$ cat config.mk
export PLATFORM = sky130hd
export DESIGN_NAME = bd_div
export DESIGN_NICKNAME = d
export VERILOG_FILES = /design/src/sv/bd_pkg.sv /design/src/sv/bd_div.sv
export SDC_FILE = /design/constraint.sdc
export NUM_CORES = 1
export LEC_CHECK = 0
export BUFFER_PORTS_ARGS = -buffer_cell sky130_fd_sc_hd__buf_4
export CAP_MARGIN = 30
export CORE_MARGIN = 2
export CORE_UTILIZATION = 50
export DETAILED_ROUTE_END_ITERATION = 7
export GPL_ROUTABILITY_DRIVEN = 0
export PLACE_DENSITY = 0.79
export SYNTH_ARGS = -nofsm -noshare
export SYNTH_HDL_FRONTEND = slang
export SYNTH_SLANG_ARGS = --single-unit
$ cat constraint.sdc
create_clock -name clk -period 3.3 [get_ports clk]
set_input_delay 0.33 -clock clk [delete_from_list [all_inputs] [get_ports clk]]
set_output_delay 0.33 -clock clk [all_outputs]
set_load 0.01 [all_outputs]
$ cat src/sv/bd_pkg.sv
// Shared types, constants and helper functions for the block downsampler.
// No dependencies; every other file imports this package.
package bd_pkg;

  localparam int PIX_W         = 16;
  localparam int ACC_W         = 24;
  localparam int MAX_DST_WIDTH = 1024;
  localparam int MAX_SCALE     = 16;
  localparam int COL_W         = $clog2(MAX_DST_WIDTH);
  localparam int DW_W          = 11;
  localparam int SC_W          = 5;
  localparam int SUB_W         = 4;
  localparam int DIV_W         = 9;
  localparam int CNT_W         = $clog2(ACC_W);
  localparam int CFG_DATA_W    = 11;
  localparam int CFG_IDX_W     = 2;

  // mode bits: bit 1 selects minimum, else bit 0 selects average, else centre pick
  localparam int MODE_MIN_BIT = 1;
  localparam int MODE_AVG_BIT = 0;

  localparam logic [1:0] MODE_CENTRE    = 2'd0;
  localparam logic [1:0] MODE_AVERAGE   = 2'd1;
  localparam logic [1:0] MODE_MINIMUM   = 2'd2;
  localparam logic [1:0] MODE_MIN_ALIAS = 2'd3;

  typedef enum logic [CFG_IDX_W-1:0] {
    CFG_MODE      = 2'd0,
    CFG_X_SCALE   = 2'd1,
    CFG_Y_SCALE   = 2'd2,
    CFG_DST_WIDTH = 2'd3
  } cfg_idx_t;

  typedef enum logic [1:0] {
    DIV_IDLE,
    DIV_RUN,
    DIV_DONE
  } div_state_t;

  typedef struct packed {
    logic [PIX_W-1:0] src_pixel;
    logic             frame_start;
  } in_t;

  typedef struct packed {
    logic [PIX_W-1:0] out_pixel;
    logic             row_end;
  } out_t;

  typedef struct packed {
    logic [1:0]      mode;
    logic [SC_W-1:0] xs;
    logic [SC_W-1:0] ys;
    logic [DW_W-1:0] dw;
  } cfg_t;

  typedef struct packed {
    logic [ACC_W-1:0] rp;
    logic [COL_W-1:0] col;
    logic             last_x;
    logic             last_y;
    logic             last_col;
    logic             sub_y0;
    logic             pick_y;
    logic [DIV_W-1:0] divisor;
  } s1_t;

  function automatic logic [SC_W-1:0] clamp_scale(input logic [SC_W-1:0] v);
    logic [SC_W-1:0] r;
    r = v;
    if (v == '0) r = SC_W'(1);
    else if (v > SC_W'(MAX_SCALE)) r = SC_W'(MAX_SCALE);
    return r;
  endfunction

  function automatic logic [DW_W-1:0] clamp_width(input logic [DW_W-1:0] v);
    logic [DW_W-1:0] r;
    r = v;
    if (v == '0) r = DW_W'(1);
    else if (v > DW_W'(MAX_DST_WIDTH)) r = DW_W'(MAX_DST_WIDTH);
    return r;
  endfunction

  function automatic logic [ACC_W-1:0] combine(input logic [1:0] mode,
                                               input logic [ACC_W-1:0] acc,
                                               input logic [ACC_W-1:0] v,
                                               input logic pick);
    logic [ACC_W-1:0] r;
    if (mode[MODE_MIN_BIT]) r = (v < acc) ? v : acc;
    else if (mode[MODE_AVG_BIT]) r = acc + v;
    else r = pick ? v : acc;
    return r;
  endfunction

endpackage

$ cat src/sv/bd_div.sv
// Restoring divider, one quotient bit per cycle, for the block average.
// Holds the result until taken. Uses bd_pkg.
module bd_div (
  input  logic                     clk,
  input  logic                     rst_n,
  input  logic                     start,
  input  logic [bd_pkg::ACC_W-1:0] dividend,
  input  logic [bd_pkg::DIV_W-1:0] divisor,
  input  logic                     take,
  output logic                     busy,
  output logic                     done,
  output logic [bd_pkg::PIX_W-1:0] quotient
);
  import bd_pkg::*;

  div_state_t       state_r, state_nxt;
  logic [CNT_W-1:0] cnt_r, cnt_nxt;
  logic [DIV_W-1:0] rem_r, rem_nxt;
  logic [ACC_W-1:0] quo_r, quo_nxt;
  logic [DIV_W-1:0] dvs_r, dvs_nxt;
  logic [DIV_W:0]   rem_sh, diff;
  logic             ge;

  assign rem_sh = {rem_r, quo_r[ACC_W-1]};
  assign diff   = rem_sh - {1'b0, dvs_r};
  assign ge     = rem_sh >= {1'b0, dvs_r};

  always_comb begin
    state_nxt = state_r;
    unique case (state_r)
      DIV_IDLE: if (start) state_nxt = DIV_RUN;
      DIV_RUN:  if (cnt_r == CNT_W'(ACC_W - 1)) state_nxt = DIV_DONE;
      DIV_DONE: if (take) state_nxt = DIV_IDLE;
      default:  state_nxt = DIV_IDLE;
    endcase
  end

  always_comb begin
    cnt_nxt = cnt_r;
    rem_nxt = rem_r;
    quo_nxt = quo_r;
    dvs_nxt = dvs_r;
    unique case (state_r)
      DIV_IDLE: begin
        cnt_nxt = '0;
        rem_nxt = '0;
        quo_nxt = dividend;
        dvs_nxt = divisor;
      end
      DIV_RUN: begin
        cnt_nxt = cnt_r + CNT_W'(1);
        rem_nxt = ge ? diff[DIV_W-1:0] : rem_sh[DIV_W-1:0];
        quo_nxt = {quo_r[ACC_W-2:0], ge};
      end
      default: ;
    endcase
  end

  always_ff @(posedge clk) begin
    if (!rst_n) begin
      state_r <= DIV_IDLE;
    end else begin
      state_r <= state_nxt;
    end
  end

  always_ff @(posedge clk) begin
    cnt_r <= cnt_nxt;
    rem_r <= rem_nxt;
    quo_r <= quo_nxt;
    dvs_r <= dvs_nxt;
  end

  assign busy     = state_r != DIV_IDLE;
  assign done     = state_r == DIV_DONE;
  assign quotient = quo_r[PIX_W-1:0];

endmodule

Word level (Yosys, flattened, before mapping)
Index checks and enable logic that the tools add are counted.
- mux-type cells: 8
- equality and inequality tests: 6
- order comparisons: 1
- add/subtract/negate cells: 2
- reductions and logical operators: 4
- operator list (operator ; count):
    24-bit one-hot mux with 2 select lines ; 1
    9-bit one-hot mux with 2 select lines ; 1
    10-bit by 9-bit >= comparator with 1-bit output ; 1
    5-bit one-hot mux with 2 select lines ; 1
    9-bit 2-to-1 mux ; 1
    9-bit subtractor ; 1
    2-bit 2-to-1 mux ; 3
    2-bit != test (second input constant) ; 3
    2-bit one-hot mux with 3 select lines ; 1
    5-bit by 1-bit adder with 5-bit output (second input constant) ; 1
    5-bit equality test (second input constant) ; 1
    2-bit nonzero test ; 2
    3-bit AND reduction ; 1
    2-bit by 1-bit equality test with 1-bit output (second input constant) ; 1
    2-bit equality test (second input constant) ; 1
    2-bit logical NOT ; 1
- logic and storage cells: 26
- flip-flop bits (word level): 49
- bits of input ports: 37

Depth between registers and ports, before layout
- depth in word-level cells: 3
- gate-level depth with buffers: 10
- depth with buffers taken out: 9

Worst setup path before layout
No wires, ideal clock.
- kind: register -> register
- start: register quo_r[23]
- end: register rem_r[6] (data pin)
- setup slack: 1025 ps
- arrival: 2009 ps
- cell stages (with the launch flop): 11
- library setup time: 266 ps
- path buffers: 1
- cell sequence: edfxtp_1 > inv_1 > ha_1 > inv_1 > fa_1 > a21o_1 > a221oi_4 > a31oi_4 > buf_6 > mux2i_1 > nor2_1
- cells in the longest elaborated chain, start to end: 3
- RTL lines (what ; RTL line ; RTL):
    start, declared ; bd_div.sv:19 ; logic [ACC_W-1:0] quo_r, quo_nxt;
    start signal, assigned ; bd_div.sv:70 ; quo_r <= quo_nxt;
    9-bit subtractor / 10-bit by 9-bit >= comparator with 1-bit output (equally long branches) ; bd_div.sv:25, bd_div.sv:26 ;
    9-bit 2-to-1 mux * ; bd_div.sv:52 ; rem_nxt = ge ? diff[DIV_W-1:0] : rem_sh[DIV_W-1:0];
    9-bit one-hot mux with 2 select lines * ; bd_div.sv:43 ; unique case (state_r)
    end signal, assigned ; bd_div.sv:69 ; rem_r <= rem_nxt;
    end, declared ; bd_div.sv:18 ; logic [DIV_W-1:0] rem_r, rem_nxt;
Mark *: on every way between the ends. The rest lies on a longest branch, timed or not.
A chain may end at the register's enable or synchronous reset.

Worst setup path in the final report
Ends and elaborated chain as after synthesis.

==> results.md <==
* Post-synth EDFFs at between 40 and 50
* Final Hold Violating Endpoints at 0
* CTS resizes at 0
* Drt via density at 4.98
* Io pins at between 50 and 60
* Power Density at 576 nW/um^2
* Largest net degree at the start of global routing at just over 40
* Nets at 338
* Reg2reg end: rem_r[6]
* Setup violators final at 0
* Clk buf depth at 2
* Via count at between 1500 and 2000
* Drt wl/cell at ~14 um
* Met3 wire length at 282 um
* Final worst-path cycle share at 75.7%
* DIE WIDTH at roughly 77 um
* First-pass GRT wire length at ~8300 um
* Finished Core Util at between 60% and 70%
* FFs w/ async S/R, synth at 0%
* Max-slew headroom at 37.3%
* Num CTS Buffers at 5
* Hold path endpoint: dvs_r[8]
* Max IR drop VDD at approximately 0.37 mV
* TritonCTS clock tree: done
* I/O Buffers at between 50 and 60
* Final Instance Area at around 3100 sq um
* Final Max Slew Viols at 0
* Share of cells above drive strength 1 at around a quarter
* Synth top area share at between 50% and 60%
* Area grow syn2layout at 17.5%
* Crit end category: register
* Total grt overflow at 0
* All-layer global routing usage at ~18%
* Vias in the first global route at around 1900
* Remaining DRCs at 0
* Placed cell area at around 3000 sq um
* Status: complete, no violations
* DR WL met2 at ~2400 um
* Root buffer cell: clkbuf_8
* Post-synth top cells: nand2_1, edfxtp_1, buf_4, inv_1, nor2_1
* Minimum clock period at 2.50 ns
* R2R Setup Slk at 0.80 ns
* Antenna viol nets, final at 0
* Fmax at ~400 MHz
* RSZ-0062 raised after global routing: no
* Setup TNS at 0 ns
* H-tree levels at 2
* Dominant synthesized flop cell: edfxtp_1
* Hold Startpoint: divisor[8]
* Req. time, crit path at approximately 3.4 ns
* Max Clock Skew at between 0.009 and 0.01 ns
* Area leader, netlist: edfxtp_1
* Met1 wire length at 2190 um
* Min-Delay Path Class: input port to register
* Initial antenna violation count at 0
* Post-synthesis area per instance at 10.7 sq um
* R2R cell count at 9
* Uppermost layer routed: met4
* Yosys warnings at 0
* Post-Syn Area at around 2600 sq um
* First-pass DRT Iterations at 4
* Register area share after synthesis at between 50 and 60%
* Synth Register Bits at 49
* Crit start category: register
* Core Rows at 26
* Die area at 5890 sq um
* Mapped Nets at about 300
* Clock slew seen by the registers of the worst setup and hold paths at roughly 0.1 ns
* Max_cap viols at 0
* Sink Count at slightly below 50
* Max FO, Critical Path at 14
* Worst EP arrival at 2.56 ns
* Mapped Cells at 248
* Synth unique cells at 38
* Clk Latency, worst-skew pair at around 0.31 ns
* CP Class: register to register
* WL final at between 4000 and 5000 um
* Synth area leaders: edfxtp_1, nand2_1, ha_1, buf_4, inv_1
* Ant. Diodes at 0
* CTS Hold Bufs at 0
* Die H at ~77 um
* Post-DP HPWL at 3550 um
* Core area at around 5000 sq um
* Hold Path Stages at 1
* Hold WS at approximately 0.19 ns
* Starting DRT DRC Count at a little over 100
* Most instantiated library cell after synthesis: nand2_1
* Initial core utilization at between 50% and 60%
* Actual slew at the worst max-slew pin at approximately 0.94 ns
* RR Startpoint: quo_r[23]
* P_leak at approximately 0.0014 uW
* Post-CTS setup buffers at 0
-- flip-flops by register name, indices dropped and copies added (netlist names) --
name / cells
quo_r: 24
dvs_r: 9
rem_r: 9
cnt_r: 5
state_r: 2
-- cells in the final DEF, fill, tap and decap left out, types with 2 or more instances in the layout --
cell type / count
o2111ai_1: 2
mux2i_1: 4
or2_0: 2
xor2_1: 2
and3_1: 2
nand3_1: 5
ha_1: 10
a211oi_2: 3
a21oi_1: 5
a21o_1: 3
dfxtp_1: 2
or3_1: 3
clkbuf_8: 5
buf_4: 58
o21ai_0: 4
edfxtp_1: 47
nand2_1: 80
o211a_1: 2
xnor2_1: 4
nor2_1: 13
inv_1: 15
-- metal layers --
metal,vias up,GRT usage (%)
met2,45,31.1
li1,914,-
met3,7,5.29
met4,0,4.55
met5,-,0
met1,832,21.2
-- how the worst max path moves through the flow --
stage	start	end	slack (ns)	depth (start not counted)
after global routing	quo_r[23]	rem_r[6]	0.65	9
final	quo_r[23]	rem_r[6]	0.80	9
after global placement	quo_r[23]	rem_r[7]	0.96	9
after detailed placement	quo_r[23]	rem_r[7]	0.82	9
after floorplan	quo_r[23]	rem_r[6]	1.03	10
after CTS	quo_r[23]	rem_r[7]	0.82	9
-- per-stage QoR --
| stage | std cells | total power (uW) | setup slack [ns] |
|---|---|---|---|
| floorplan | 248 | 1300 | 1.03 |
| global placement | 353 | 1420 | 0.961 |
| detailed placement | 353 | 1440 | 0.823 |
| CTS | 361 | 1800 | 0.818 |
| global route | 361 | 1890 | 0.653 |
| finish | 361 | 1790 | 0.803 |
-- worst max-delay path: stages, from the launching register on --
cell	delay [ns]
edfxtp_1	0.39
inv_1	0.07
ha_1	0.16
inv_1	0.06
fa_1	0.41
a21o_1	0.23
a221oi_4	0.37
a31oi_4	0.26
mux2i_1	0.26
nor2_1	0.07
-- kinds of logic after synthesis --
kind of cell | synth area share, %
xor gates and xnor gates | 1.99
adders and majority gates | 5.49
muxes | 1.51
DFF | 54.9
AOI/OAI and AO/OA | 9.41
buffers and inverters | 7.95
and+or+nand+nor | 18.8
-- report_power, final --
group,internal [uW],switching [uW]
registers,813,57.8
clock network,151,214
logic,250,305
-- layout make-up --
cell class,count,area (sq um)
fill,433,2000
timing repair buffer,58,435
multi-input combinational,161,986
tap,70,87.6
inverter,15,56.3
clock buffer,5,68.8
clock inverter,3,21.3
sequential,49,1450
(Power assumes the default switching activity.)
