==> config.mk <==
export PLATFORM = sky130hd
export DESIGN_NAME = bd_pos
export DESIGN_NICKNAME = d
export VERILOG_FILES = /design/src/sv/bd_pkg.sv /design/src/sv/bd_pos.sv
export SDC_FILE = /design/constraint.sdc
export NUM_CORES = 1
export LEC_CHECK = 0
export ABC_CLOCK_PERIOD_IN_PS = 4400
export BUFFER_PORTS_ARGS = -buffer_cell sky130_fd_sc_hd__buf_2
export CORE_MARGIN = 3
export CORE_UTILIZATION = 50
export CTS_CLUSTER_SIZE = 40
export DETAILED_ROUTE_END_ITERATION = 10
export PLACE_DENSITY = 0.71
export SYNTH_ARGS = -nofsm -noshare
export SYNTH_HDL_FRONTEND = slang
export SYNTH_SLANG_ARGS = --single-unit
==> constraint.sdc <==
create_clock -name clk -period 4.4 [get_ports clk]
set_clock_uncertainty 0.05 [all_clocks]
set_input_delay 0.44 -clock clk [delete_from_list [all_inputs] [get_ports clk]]
set_output_delay 0.44 -clock clk [all_outputs]
set_load 0.03 [all_outputs]
==> src/sv/bd_pkg.sv <==
// Shared types, constants and helper functions for the block downsampler.
// No dependencies; every other file imports this package.
package bd_pkg;

  localparam int PIX_W         = 16;
  localparam int ACC_W         = 24;
  localparam int MAX_DST_WIDTH = 1024;
  localparam int MAX_SCALE     = 16;
  localparam int COL_W         = $clog2(MAX_DST_WIDTH);
  localparam int DW_W          = 11;
  localparam int SC_W          = 5;
  localparam int SUB_W         = 4;
  localparam int DIV_W         = 9;
  localparam int CNT_W         = $clog2(ACC_W);
  localparam int CFG_DATA_W    = 11;
  localparam int CFG_IDX_W     = 2;

  // mode bits: bit 1 selects minimum, else bit 0 selects average, else centre pick
  localparam int MODE_MIN_BIT = 1;
  localparam int MODE_AVG_BIT = 0;

  localparam logic [1:0] MODE_CENTRE    = 2'd0;
  localparam logic [1:0] MODE_AVERAGE   = 2'd1;
  localparam logic [1:0] MODE_MINIMUM   = 2'd2;
  localparam logic [1:0] MODE_MIN_ALIAS = 2'd3;

  typedef enum logic [CFG_IDX_W-1:0] {
    CFG_MODE      = 2'd0,
    CFG_X_SCALE   = 2'd1,
    CFG_Y_SCALE   = 2'd2,
    CFG_DST_WIDTH = 2'd3
  } cfg_idx_t;

  typedef enum logic [1:0] {
    DIV_IDLE,
    DIV_RUN,
    DIV_DONE
  } div_state_t;

  typedef struct packed {
    logic [PIX_W-1:0] src_pixel;
    logic             frame_start;
  } in_t;

  typedef struct packed {
    logic [PIX_W-1:0] out_pixel;
    logic             row_end;
  } out_t;

  typedef struct packed {
    logic [1:0]      mode;
    logic [SC_W-1:0] xs;
    logic [SC_W-1:0] ys;
    logic [DW_W-1:0] dw;
  } cfg_t;

  typedef struct packed {
    logic [ACC_W-1:0] rp;
    logic [COL_W-1:0] col;
    logic             last_x;
    logic             last_y;
    logic             last_col;
    logic             sub_y0;
    logic             pick_y;
    logic [DIV_W-1:0] divisor;
  } s1_t;

  function automatic logic [SC_W-1:0] clamp_scale(input logic [SC_W-1:0] v);
    logic [SC_W-1:0] r;
    r = v;
    if (v == '0) r = SC_W'(1);
    else if (v > SC_W'(MAX_SCALE)) r = SC_W'(MAX_SCALE);
    return r;
  endfunction

  function automatic logic [DW_W-1:0] clamp_width(input logic [DW_W-1:0] v);
    logic [DW_W-1:0] r;
    r = v;
    if (v == '0) r = DW_W'(1);
    else if (v > DW_W'(MAX_DST_WIDTH)) r = DW_W'(MAX_DST_WIDTH);
    return r;
  endfunction

  function automatic logic [ACC_W-1:0] combine(input logic [1:0] mode,
                                               input logic [ACC_W-1:0] acc,
                                               input logic [ACC_W-1:0] v,
                                               input logic pick);
    logic [ACC_W-1:0] r;
    if (mode[MODE_MIN_BIT]) r = (v < acc) ? v : acc;
    else if (mode[MODE_AVG_BIT]) r = acc + v;
    else r = pick ? v : acc;
    return r;
  endfunction

endpackage

==> src/sv/bd_pos.sv <==
// Position counters and horizontal partial of the current block row.
// Produces the per-transaction column update info. Uses bd_pkg.
module bd_pos (
  input  logic          clk,
  input  logic          rst_n,
  input  logic          accept,
  input  bd_pkg::in_t   in_data,
  input  bd_pkg::cfg_t  cfg,
  output bd_pkg::s1_t   info
);
  import bd_pkg::*;

  logic [ACC_W-1:0] row_partial_r, row_partial_nxt;
  logic [SUB_W-1:0] sub_x_r, sub_x_nxt;
  logic [SUB_W-1:0] sub_y_r, sub_y_nxt;
  logic [COL_W-1:0] dst_col_r, dst_col_nxt;
  logic [SUB_W-1:0] sx, sy;
  logic [COL_W-1:0] sc;
  logic             last_x, last_y, last_col, pick_x;
  logic [ACC_W-1:0] pix;
  logic [2*SC_W-1:0] area;

  assign sx  = in_data.frame_start ? '0 : sub_x_r;
  assign sy  = in_data.frame_start ? '0 : sub_y_r;
  assign sc  = in_data.frame_start ? '0 : dst_col_r;
  assign pix = ACC_W'(in_data.src_pixel);

  assign last_x   = {1'b0, sx} >= (cfg.xs - SC_W'(1));
  assign last_y   = {1'b0, sy} >= (cfg.ys - SC_W'(1));
  assign last_col = {1'b0, sc} >= (cfg.dw - DW_W'(1));
  assign pick_x   = {1'b0, sx} == (cfg.xs >> 1);
  assign area     = cfg.xs * cfg.ys;

  always_comb begin
    row_partial_nxt = (sx == '0) ? pix : combine(cfg.mode, row_partial_r, pix, pick_x);
    sub_x_nxt   = sx + SUB_W'(1);
    sub_y_nxt   = sy;
    dst_col_nxt = sc;
    if (last_x) begin
      sub_x_nxt = '0;
      if (last_col) begin
        dst_col_nxt = '0;
        sub_y_nxt   = last_y ? '0 : sy + SUB_W'(1);
      end else begin
        dst_col_nxt = sc + COL_W'(1);
      end
    end
  end

  always_ff @(posedge clk) begin
    if (!rst_n) begin
      row_partial_r <= '0;
      sub_x_r       <= '0;
      sub_y_r       <= '0;
      dst_col_r     <= '0;
    end else if (accept) begin
      row_partial_r <= row_partial_nxt;
      sub_x_r       <= sub_x_nxt;
      sub_y_r       <= sub_y_nxt;
      dst_col_r     <= dst_col_nxt;
    end
  end

  assign info.rp       = row_partial_nxt;
  assign info.col      = sc;
  assign info.last_x   = last_x;
  assign info.last_y   = last_y;
  assign info.last_col = last_col;
  assign info.sub_y0   = sy == '0;
  assign info.pick_y   = {1'b0, sy} == (cfg.ys >> 1);
  assign info.divisor  = area[DIV_W-1:0];

endmodule

-- After elaboration in Yosys (flattened, before gate mapping)
Index checks and enable logic that the tools add are counted.
- register bits: 42
- latch bits: 0
- RAM bits: 0
- ROM bits: 0
- bits of input ports: 43
- output and inout bits: 48
- logic and storage cells: 34
- memories: 0
- $add $sub $neg: 7
- multipliers: 1
- div/mod/pow operators: 0
- magnitude comparators: 4
- eq/ne operators: 2
- shifts and indexed selects: 0
- mux-type cells: 14
- bitwise operators: 0
- reductions and logical operators: 2
- operators by type and width (operator ; count):
    24-bit two-way mux ; 5
    10-bit two-way mux ; 3
    24-bit by 16-bit adder with 24-bit output ; 1
    16-bit by 24-bit less-than comparator with 1-bit output ; 1
    4-bit two-way mux ; 6
    10-bit by 11-bit greater-or-equal comparator with 1-bit output ; 1
    11-bit by 1-bit subtractor with 11-bit output (second input constant) ; 1
    10-bit by 1-bit adder with 10-bit output (second input constant) ; 1
    4-bit by 5-bit greater-or-equal comparator with 1-bit output ; 2
    5-bit by 1-bit subtractor with 5-bit output (second input constant) ; 2
    5-bit by 5-bit multiplier with 9-bit output ; 1
    4-bit by 1-bit adder with 4-bit output (second input constant) ; 2
    4-bit equality test ; 2
    4-bit logical NOT ; 2

-- Longest topological paths before layout
Gate-level depths: netlist of the first run.
- depth in word-level cells: 6
- depth in mapped cells: 13
- mapped depth without buffers: 12

-- Worst setup path after synthesis of the first run
No wires, ideal clock.
- path kind: input port to output port
- start point: input port cfg[15] in the netlist's numbering
- end point: output port info[8] in the netlist's numbering
- data arrival time: 3618 ps
- required time: 3910 ps
- setup slack: 292 ps
- stages on the path: 12
- buffers on the path: 1
- cell sequence: clkbuf_1 -> nand2_1 -> fa_1 -> fa_1 -> fa_1 -> inv_1 -> ha_1 -> a21o_1 -> a21oi_1 -> o21bai_1 -> a21oi_1 -> xnor2_1
- RTL lines (item ; line ; text):
    start: declaration ; bd_pos.sv:8 ; input bd_pkg::cfg_t cfg,
    end: declaration ; bd_pos.sv:9 ; output bd_pkg::s1_t info

==> results of run 1 <==
==> worst paths after layout <==
check                     from                 to  slack (ns)  depth (start not counted)
max reg2reg  row_partial_r[11]  row_partial_r[13]        1.08                          9
max                    cfg[15]            info[8]        0.26                         13
min reg2reg       dst_col_r[9]       dst_col_r[9]        0.41                          2
min               dst_col_r[9]       dst_col_r[9]        0.41                          2
==> layout by cell type (no fill, tap or decap), types with 15 or more instances in the layout <==
cell	Yosys	final
sky130_fd_sc_hd__mux2i_1	18	18
sky130_fd_sc_hd__nand4_1	15	15
sky130_fd_sc_hd__nor2_1	57	57
sky130_fd_sc_hd__nand2b_1	15	15
sky130_fd_sc_hd__inv_1	67	67
sky130_fd_sc_hd__nand2_1	82	82
sky130_fd_sc_hd__a31oi_1	15	15
sky130_fd_sc_hd__nand3_1	22	22
sky130_fd_sc_hd__o21bai_1	15	15
sky130_fd_sc_hd__nor2b_1	24	24
sky130_fd_sc_hd__ha_1	75	75
sky130_fd_sc_hd__nor3_1	22	22
sky130_fd_sc_hd__a21oi_1	46	46
sky130_fd_sc_hd__dfxtp_1	42	42
sky130_fd_sc_hd__o21ai_0	44	44
sky130_fd_sc_hd__buf_2	5	90
sky130_fd_sc_hd__xnor2_1	27	27
==> layer usage <==
layer	share of wire (%)	global-route usage [%]	up-vias	wire, um
li1	-	-	3153	-
met5	0	0	-	0
met1	48	36.3	2925	8210
met3	6.3	2.88	25	1080
met4	1.7	7.80	0	299
met2	44	39.9	216	7630
==> registers in the layout (all words and copies together) (netlist names) <==
register,cells
row_partial_r,24
dst_col_r,10
sub_x_r,4
sub_y_r,4
==> tightest hold or removal path, stage by stage (launching register included) <==
cell,delay (ns)
sky130_fd_sc_hd__dfxtp_1,0.31
sky130_fd_sc_hd__nand2_1,0.06
sky130_fd_sc_hd__a21oi_1,0.05
==> Yosys cell counts (5+ instances only) <==
master / count
sky130_fd_sc_hd__a211oi_1: 6
sky130_fd_sc_hd__a21o_1: 11
sky130_fd_sc_hd__a21oi_1: 46
sky130_fd_sc_hd__a221oi_1: 7
sky130_fd_sc_hd__a22oi_1: 5
sky130_fd_sc_hd__a311oi_1: 6
sky130_fd_sc_hd__a31oi_1: 15
sky130_fd_sc_hd__a32oi_1: 5
sky130_fd_sc_hd__and2_1: 12
sky130_fd_sc_hd__and3_1: 7
sky130_fd_sc_hd__buf_2: 5
sky130_fd_sc_hd__buf_4: 6
sky130_fd_sc_hd__clkbuf_1: 33
sky130_fd_sc_hd__dfxtp_1: 42
sky130_fd_sc_hd__fa_1: 9
sky130_fd_sc_hd__ha_1: 75
sky130_fd_sc_hd__inv_1: 67
sky130_fd_sc_hd__mux2i_1: 18
sky130_fd_sc_hd__nand2_1: 82
sky130_fd_sc_hd__nand2b_1: 15
sky130_fd_sc_hd__nand3_1: 22
sky130_fd_sc_hd__nand3b_1: 8
sky130_fd_sc_hd__nand4_1: 15
sky130_fd_sc_hd__nor2_1: 57
sky130_fd_sc_hd__nor2b_1: 24
sky130_fd_sc_hd__nor3_1: 22
sky130_fd_sc_hd__nor3b_1: 6
sky130_fd_sc_hd__nor4_1: 12
sky130_fd_sc_hd__o21a_1: 9
sky130_fd_sc_hd__o21ai_0: 44
sky130_fd_sc_hd__o21bai_1: 15
sky130_fd_sc_hd__o22ai_1: 8
sky130_fd_sc_hd__o31ai_1: 6
sky130_fd_sc_hd__or3_1: 6
sky130_fd_sc_hd__xnor2_1: 27
sky130_fd_sc_hd__xor2_1: 12
==> logic make-up after synthesis <==
| logic type | Yosys count | synth area share [%] |
|---|---|---|
| AO/OA/AOI/OAI | 228 | 25.6 |
| XOR/XNOR | 39 | 5.56 |
| adder cells (fa/ha/maj) | 84 | 18.2 |
| buffers and inverters | 116 | 7.68 |
| flip-flops | 42 | 13.7 |
| multiplexers | 23 | 3.91 |
| AND/OR/NAND/NOR | 303 | 25.3 |
==> through the flow <==
step	cell area, um2	worst slack (ns)	hold slack (ns)	util [%]	std cells
global route	6790	0.0856	0.429	57.9	1039
global placement	6640	0.287	0.399	56.7	1031
detailed placement	6640	0.246	0.401	56.7	1031
finish	6790	0.259	0.414	57.9	1039
floorplan	6150	0.292	0.391	-	835
CTS	6790	0.236	0.408	57.9	1039
==> final cells by class <==
class / count / share of cell area (%)
tap: 143 / 2.64
clock buffer: 5 / 1.84
timing repair buffer: 100 / 7.74
clock inverter: 3 / 0.350
sequential: 42 / 12.4
inverter: 69 / 3.82
multi-input combinational: 677 / 71.2
==> power groups by stage <==
stage               combinational [mW]  sequential (mW)  clock [mW]
floorplan                        0.522            0.415           0
global placement                 0.689            0.420           0
detailed placement               0.693            0.420           0
CTS                              0.699            0.411       0.411
global route                     0.778            0.414       0.425
finish                           0.702            0.412       0.402
==> flow_summary.ini, run 1 <==
[critical_path]
timing.critical_path.arrival_ns = 3.65
path_common_cell = sky130_fd_sc_hd__fa_1
critPathSlowestCell = sky130_fd_sc_hd__fa_1
timing.critical_path.required_ns = 3.91
worstPathBufferInverterCount = 3
worst_setup_path_start_kind = input pin
worstPathCellList = buf_2, nand2_1, fa_1, fa_1, fa_1, inv_1, ha_1, a21o_1, a21oi_1, o21bai_1, a21oi_1, xnor2_1, buf_2
setup_crit_end_kind = primary output
cp_max_fo = 7
critical_path_s_top_delay_family = adder cells
cpPeakStageDelay_ns = 0.54
kind_of_critical_path = input pin to primary output

[pwr]
power.density_cell_area_mw_per_mm2 = 223
leakagePower_nw = 3.06
power_frac_clock_pct = 26.5
p_comb_share_pct = 46.3
switching_share_pct = 43.3
power_mw = 1.52
vdd_ir_drop_max_uv = 153
p_int_uw = 860
p_sw_uw = 656
power.share.sequential_pct = 27.2

[min_path]
worst_hold_path_type = flop to flop

[drt]
totalWireLength_um = 17200
wl_per_cell_um = 16.6
drt-initial-drc-count = 574
routed-via-count = 6319
drc = 0
ant_nets = 0
number_of_optimization_iterations_in_the_first_detailed_route_pass = 5
avgViaCountPerCell = 6.08

[sta]
timing.final.crit_period_ns = 4.14
setup_repair_after_global_routing_missed_its_margin = no
report.final.slew_viol_count = 0
finalHoldViolations = 0
maxClockFrequency_mhz = 241
layout_worst_path_cycle_share_pct = 94.1
report.final.setup_viol = 0
relSlewSlack_pct = 28.4
accumulated_negative_setup_slack_ns = 0
worst_pin_slew_ns = 1.06

[clock_network]
worst_setup_hold_path_clk_slew_ns = 0.07
postCtsSetupRepairBufs = 0
cts-hold-fix-buffers = 0
cts_tree = done
clock_tree.buffer_depth = 2
worst_skew_pair.late_latency_ns = 0.30
htree_levels = 2
clockRootBuffer = sky130_fd_sc_hd__clkbuf_16
cts_repair_resize_count = 0
cts-buffers-inserted = 5
number_of_clock_sinks_seen_by_cts = 42

[yosys]
postSynthNetCount = 962
mappedNetlistArea_mm2 = 0.00615
synthDominantCellAreaShare_pct = 15.3
synth.ff_latch_count = 42
synth_enable_flop_cells = 0
synthDistinctLibCells = 76
yosysWarnings = 0
cells_after_synthesis = 835
yosysTopAreaCell = sky130_fd_sc_hd__ha_1
synth_area_per_cell_um2 = 7.36
synth_seq_area_share_pct = 13.7
synth.area.top_cells = sky130_fd_sc_hd__ha_1 (15%), sky130_fd_sc_hd__dfxtp_1 (14%), sky130_fd_sc_hd__nand2_1 (5.0%), sky130_fd_sc_hd__inv_1 (4.1%), sky130_fd_sc_hd__xnor2_1 (3.8%)
synth_flop_cell = sky130_fd_sc_hd__dfxtp_1
postSynth.asyncResetShare_pct = 0

[finish]
footprint_of_the_multi_input_gates_mm2 = 0.00483
area.sequential_um2 = 841
share_of_final_layout_standard_cells_stronger_than_drive_strength_1_pct = 13.8
nets = 1022
nFillCells = 1141
n_antenna_cell = 0
area_delta_synth_final_pct = 10.4

[floorplan]
die-area_mm2 = 0.0137
initial_core_util_pct = 52.5
fp.coreArea_mm2 = 0.0117
dieHeight_um = 117
ios = 91
row_count = 39
horizontal_extent_of_the_die_um = 117

[global_routing]
via_count_of_the_first_global_routing_pass = 5719
grt_max_degree = 41
antenna_found_initial = 0
grt_util_all_layers_pct = 25.3
first_pass_grt_wire_length_um = 28300
globalRoute.totalOverflow = 0

[placed_design]
dp_hpwl_um = 12700
gp_congestion = 0.925
portBuffers = 90

[run_status]
outcome = finished, final reports clean

[job]
drv_cap = 0
Note: power is estimated with default switching activity, not from simulation.
==> run 2, diff against run 1 <==
Settings changed: ABC_AREA set to 1, PLACE_DENSITY 0.71 to 0.72.
==> flow_summary.ini, run 2 <==
[run_status]
outcome = finished, final reports clean

[global_routing]
grt_util_all_layers_pct = 24.0
first_pass_grt_wire_length_um = 26300
antenna_found_initial = 0
globalRoute.totalOverflow = 0
grt_max_degree = 74
via_count_of_the_first_global_routing_pass = 5814

[finish]
biggestRegsByFlops = row_partial_r x24, dst_col_r x10
n_antenna_cell = 0
layout.cells.most_common_list = sky130_fd_sc_hd__nand2_1 (244), sky130_fd_sc_hd__inv_1 (173), sky130_fd_sc_hd__nand3_1 (94)
postLayoutCellArea_mm2 = 0.00661
layout_commonest_cell = sky130_fd_sc_hd__nand2_1
share_of_final_layout_standard_cells_stronger_than_drive_strength_1_pct = 11.2
largest_reg_flops = 24
area_delta_synth_final_pct = 10.5
finish.utilization_pct = 57.2
finish.cell_count_without_fillers = 1204
regMostFlops = row_partial_r
nets = 1187

[floorplan]
ios = 91
row_count = 39
initial_core_util_pct = 51.7
die-area_mm2 = 0.0133
fp.coreArea_mm2 = 0.0116
horizontal_extent_of_the_die_um = 115
dieHeight_um = 115

[sta]
layout_worst_path_cycle_share_pct = 93.9
relSlewSlack_pct = 50.9
finalHoldViolations = 0
report.final.setup_viol = 0
accumulated_negative_setup_slack_ns = 0
timing.final.crit_period_ns = 4.13
report.final.slew_viol_count = 0
maxClockFrequency_mhz = 242
worst_pin_slew_ns = 0.736
setup_repair_after_global_routing_missed_its_margin = no

[clock_network]
number_of_clock_sinks_seen_by_cts = 42
htree_levels = 2
clockRootBuffer = sky130_fd_sc_hd__clkbuf_16
cts-buffers-inserted = 5
worst_setup_hold_path_clk_slew_ns = 0.07
cts-hold-fix-buffers = 0
clock_tree.buffer_depth = 2
cts_tree = done
worst_skew_pair.late_latency_ns = 0.31

[critical_path]
timing.critical_path.arrival_ns = 3.64
worst_setup_path_start_kind = input pin
kind_of_critical_path = input pin to primary output
cp_max_fo = 7
setup_crit_end_kind = primary output
setup.worst_path.start = cfg[15]
crit-reg2reg-launch = sub_x_r[0]
timing.critical_path.required_ns = 3.91

[min_path]
worst_hold_path_type = input pin to flop
hold_path.startpoint = in_data[6]

[placed_design]
portBuffers = 90
gp_congestion = 0.976
dp_hpwl_um = 11700
dp.cells = 1196
placed_area_mm2 = 0.00644

[yosys]
cells_after_synthesis = 1000
yosysTopAreaCell = sky130_fd_sc_hd__ha_1
synth.top_cells.by_count = sky130_fd_sc_hd__nand2_1 (244), sky130_fd_sc_hd__inv_1 (173), sky130_fd_sc_hd__nand3_1 (94), sky130_fd_sc_hd__a21oi_1 (87), sky130_fd_sc_hd__ha_1 (75)
postSynthNetCount = 1127
synth.ff_latch_count = 42
synth.most_common_cell = sky130_fd_sc_hd__nand2_1
synthDistinctLibCells = 40
synth_area_per_cell_um2 = 5.98
synth_seq_area_share_pct = 14.1
synth.area.top_cells = sky130_fd_sc_hd__ha_1 (16%), sky130_fd_sc_hd__nand2_1 (15%), sky130_fd_sc_hd__dfxtp_1 (14%), sky130_fd_sc_hd__inv_1 (11%), sky130_fd_sc_hd__nand3_1 (7.9%)
postSynth.asyncResetShare_pct = 0
mappedNetlistArea_mm2 = 0.00598
synthDominantCellAreaShare_pct = 15.7
yosysWarnings = 0
synth_flop_cell = sky130_fd_sc_hd__dfxtp_1
synth_enable_flop_cells = 0

[drt]
avgViaCountPerCell = 5.26
wl_per_cell_um = 13.0
routed-via-count = 6331
drc = 0
number_of_optimization_iterations_in_the_first_detailed_route_pass = 5
ant_nets = 0
drt-initial-drc-count = 293
totalWireLength_um = 15600

[job]
drv_cap = 0

[pwr]
leakagePower_nw = 3.78
vdd_ir_drop_max_uv = 151
power.density_cell_area_mw_per_mm2 = 251
power_mw = 1.66
## run 2: critical path, stage by stage
cell	delay, ns
sky130_fd_sc_hd__buf_2	0.16
sky130_fd_sc_hd__nand2_1	0.09
sky130_fd_sc_hd__fa_1	0.51
sky130_fd_sc_hd__fa_1	0.51
sky130_fd_sc_hd__fa_1	0.54
sky130_fd_sc_hd__inv_1	0.04
sky130_fd_sc_hd__ha_1	0.34
sky130_fd_sc_hd__a21oi_1	0.16
sky130_fd_sc_hd__inv_1	0.06
sky130_fd_sc_hd__a31oi_2	0.18
sky130_fd_sc_hd__nor2_1	0.05
sky130_fd_sc_hd__o21ai_0	0.14
sky130_fd_sc_hd__nand2_1	0.08
sky130_fd_sc_hd__xor2_1	0.12
sky130_fd_sc_hd__buf_2	0.21
## run 2: per-layer routing
metal	vias to the layer above	track usage, %	share of wire, %
met5	-	0	0
met4	0	7.67	2.1
met3	23	3.47	5.2
met2	166	42.7	48
met1	2809	29.7	45
li1	3333	-	-
## run 2: final cells by class
type	instances	area (um2)
Fill cell	1193	4950
Multi-Input combinational cell	741	4290
Sequential cell	42	841
Inverter	178	668
Timing Repair Buffer	92	465
Tap cell	143	179
Clock buffer	6	129
Clock inverter	2	37.5
## run 2: cells by family (layout without fill, tap and decap cells)
group,after synthesis,in the layout,share of synthesized area [%]
XOR/XNOR,39,39,5.71
flip-flops,42,42,14.1
AO/OA/AOI/OAI,183,183,16.1
AND/OR/NAND/NOR,435,435,31.2
adder cells (fa/ha/maj),84,84,18.7
buffers and inverters,217,278,14.3
## run 2: final timing paths
kind                 endpoint  slack (ns)  depth (start not counted)
min reg2reg      dst_col_r[8]        0.42                          2
max reg2reg        sub_y_r[0]        1.48                         13
max                   info[7]        0.27                         15
min          row_partial_r[5]        0.42                          3
## run 2: through the flow
| stage | setup slack, ns | hold slack, ns |
|---|---|---|
| after floorplan | 0.0880 | 0.395 |
| after global placement | 0.230 | 0.405 |
| after detailed placement | 0.241 | 0.410 |
| after CTS | 0.226 | 0.416 |
| after global routing | 0.0367 | 0.442 |
| final | 0.266 | 0.422 |
## run 2: power by group
part           total [mW]  leakage, nW  internal [mW]  switching (mW)
Combinational       0.777         3.35          0.253           0.524
Clock               0.453       0.0771          0.269           0.184
Sequential          0.427        0.346          0.404          0.0226
Total                1.66         3.78          0.926           0.731
## run 2: repair_timing
| item | CTS | global route |
|---|---|---|
| setup endpoints to repair | 0 | 1 |
| setup buffers | 0 | 0 |
| resized for setup | 0 | 1 |
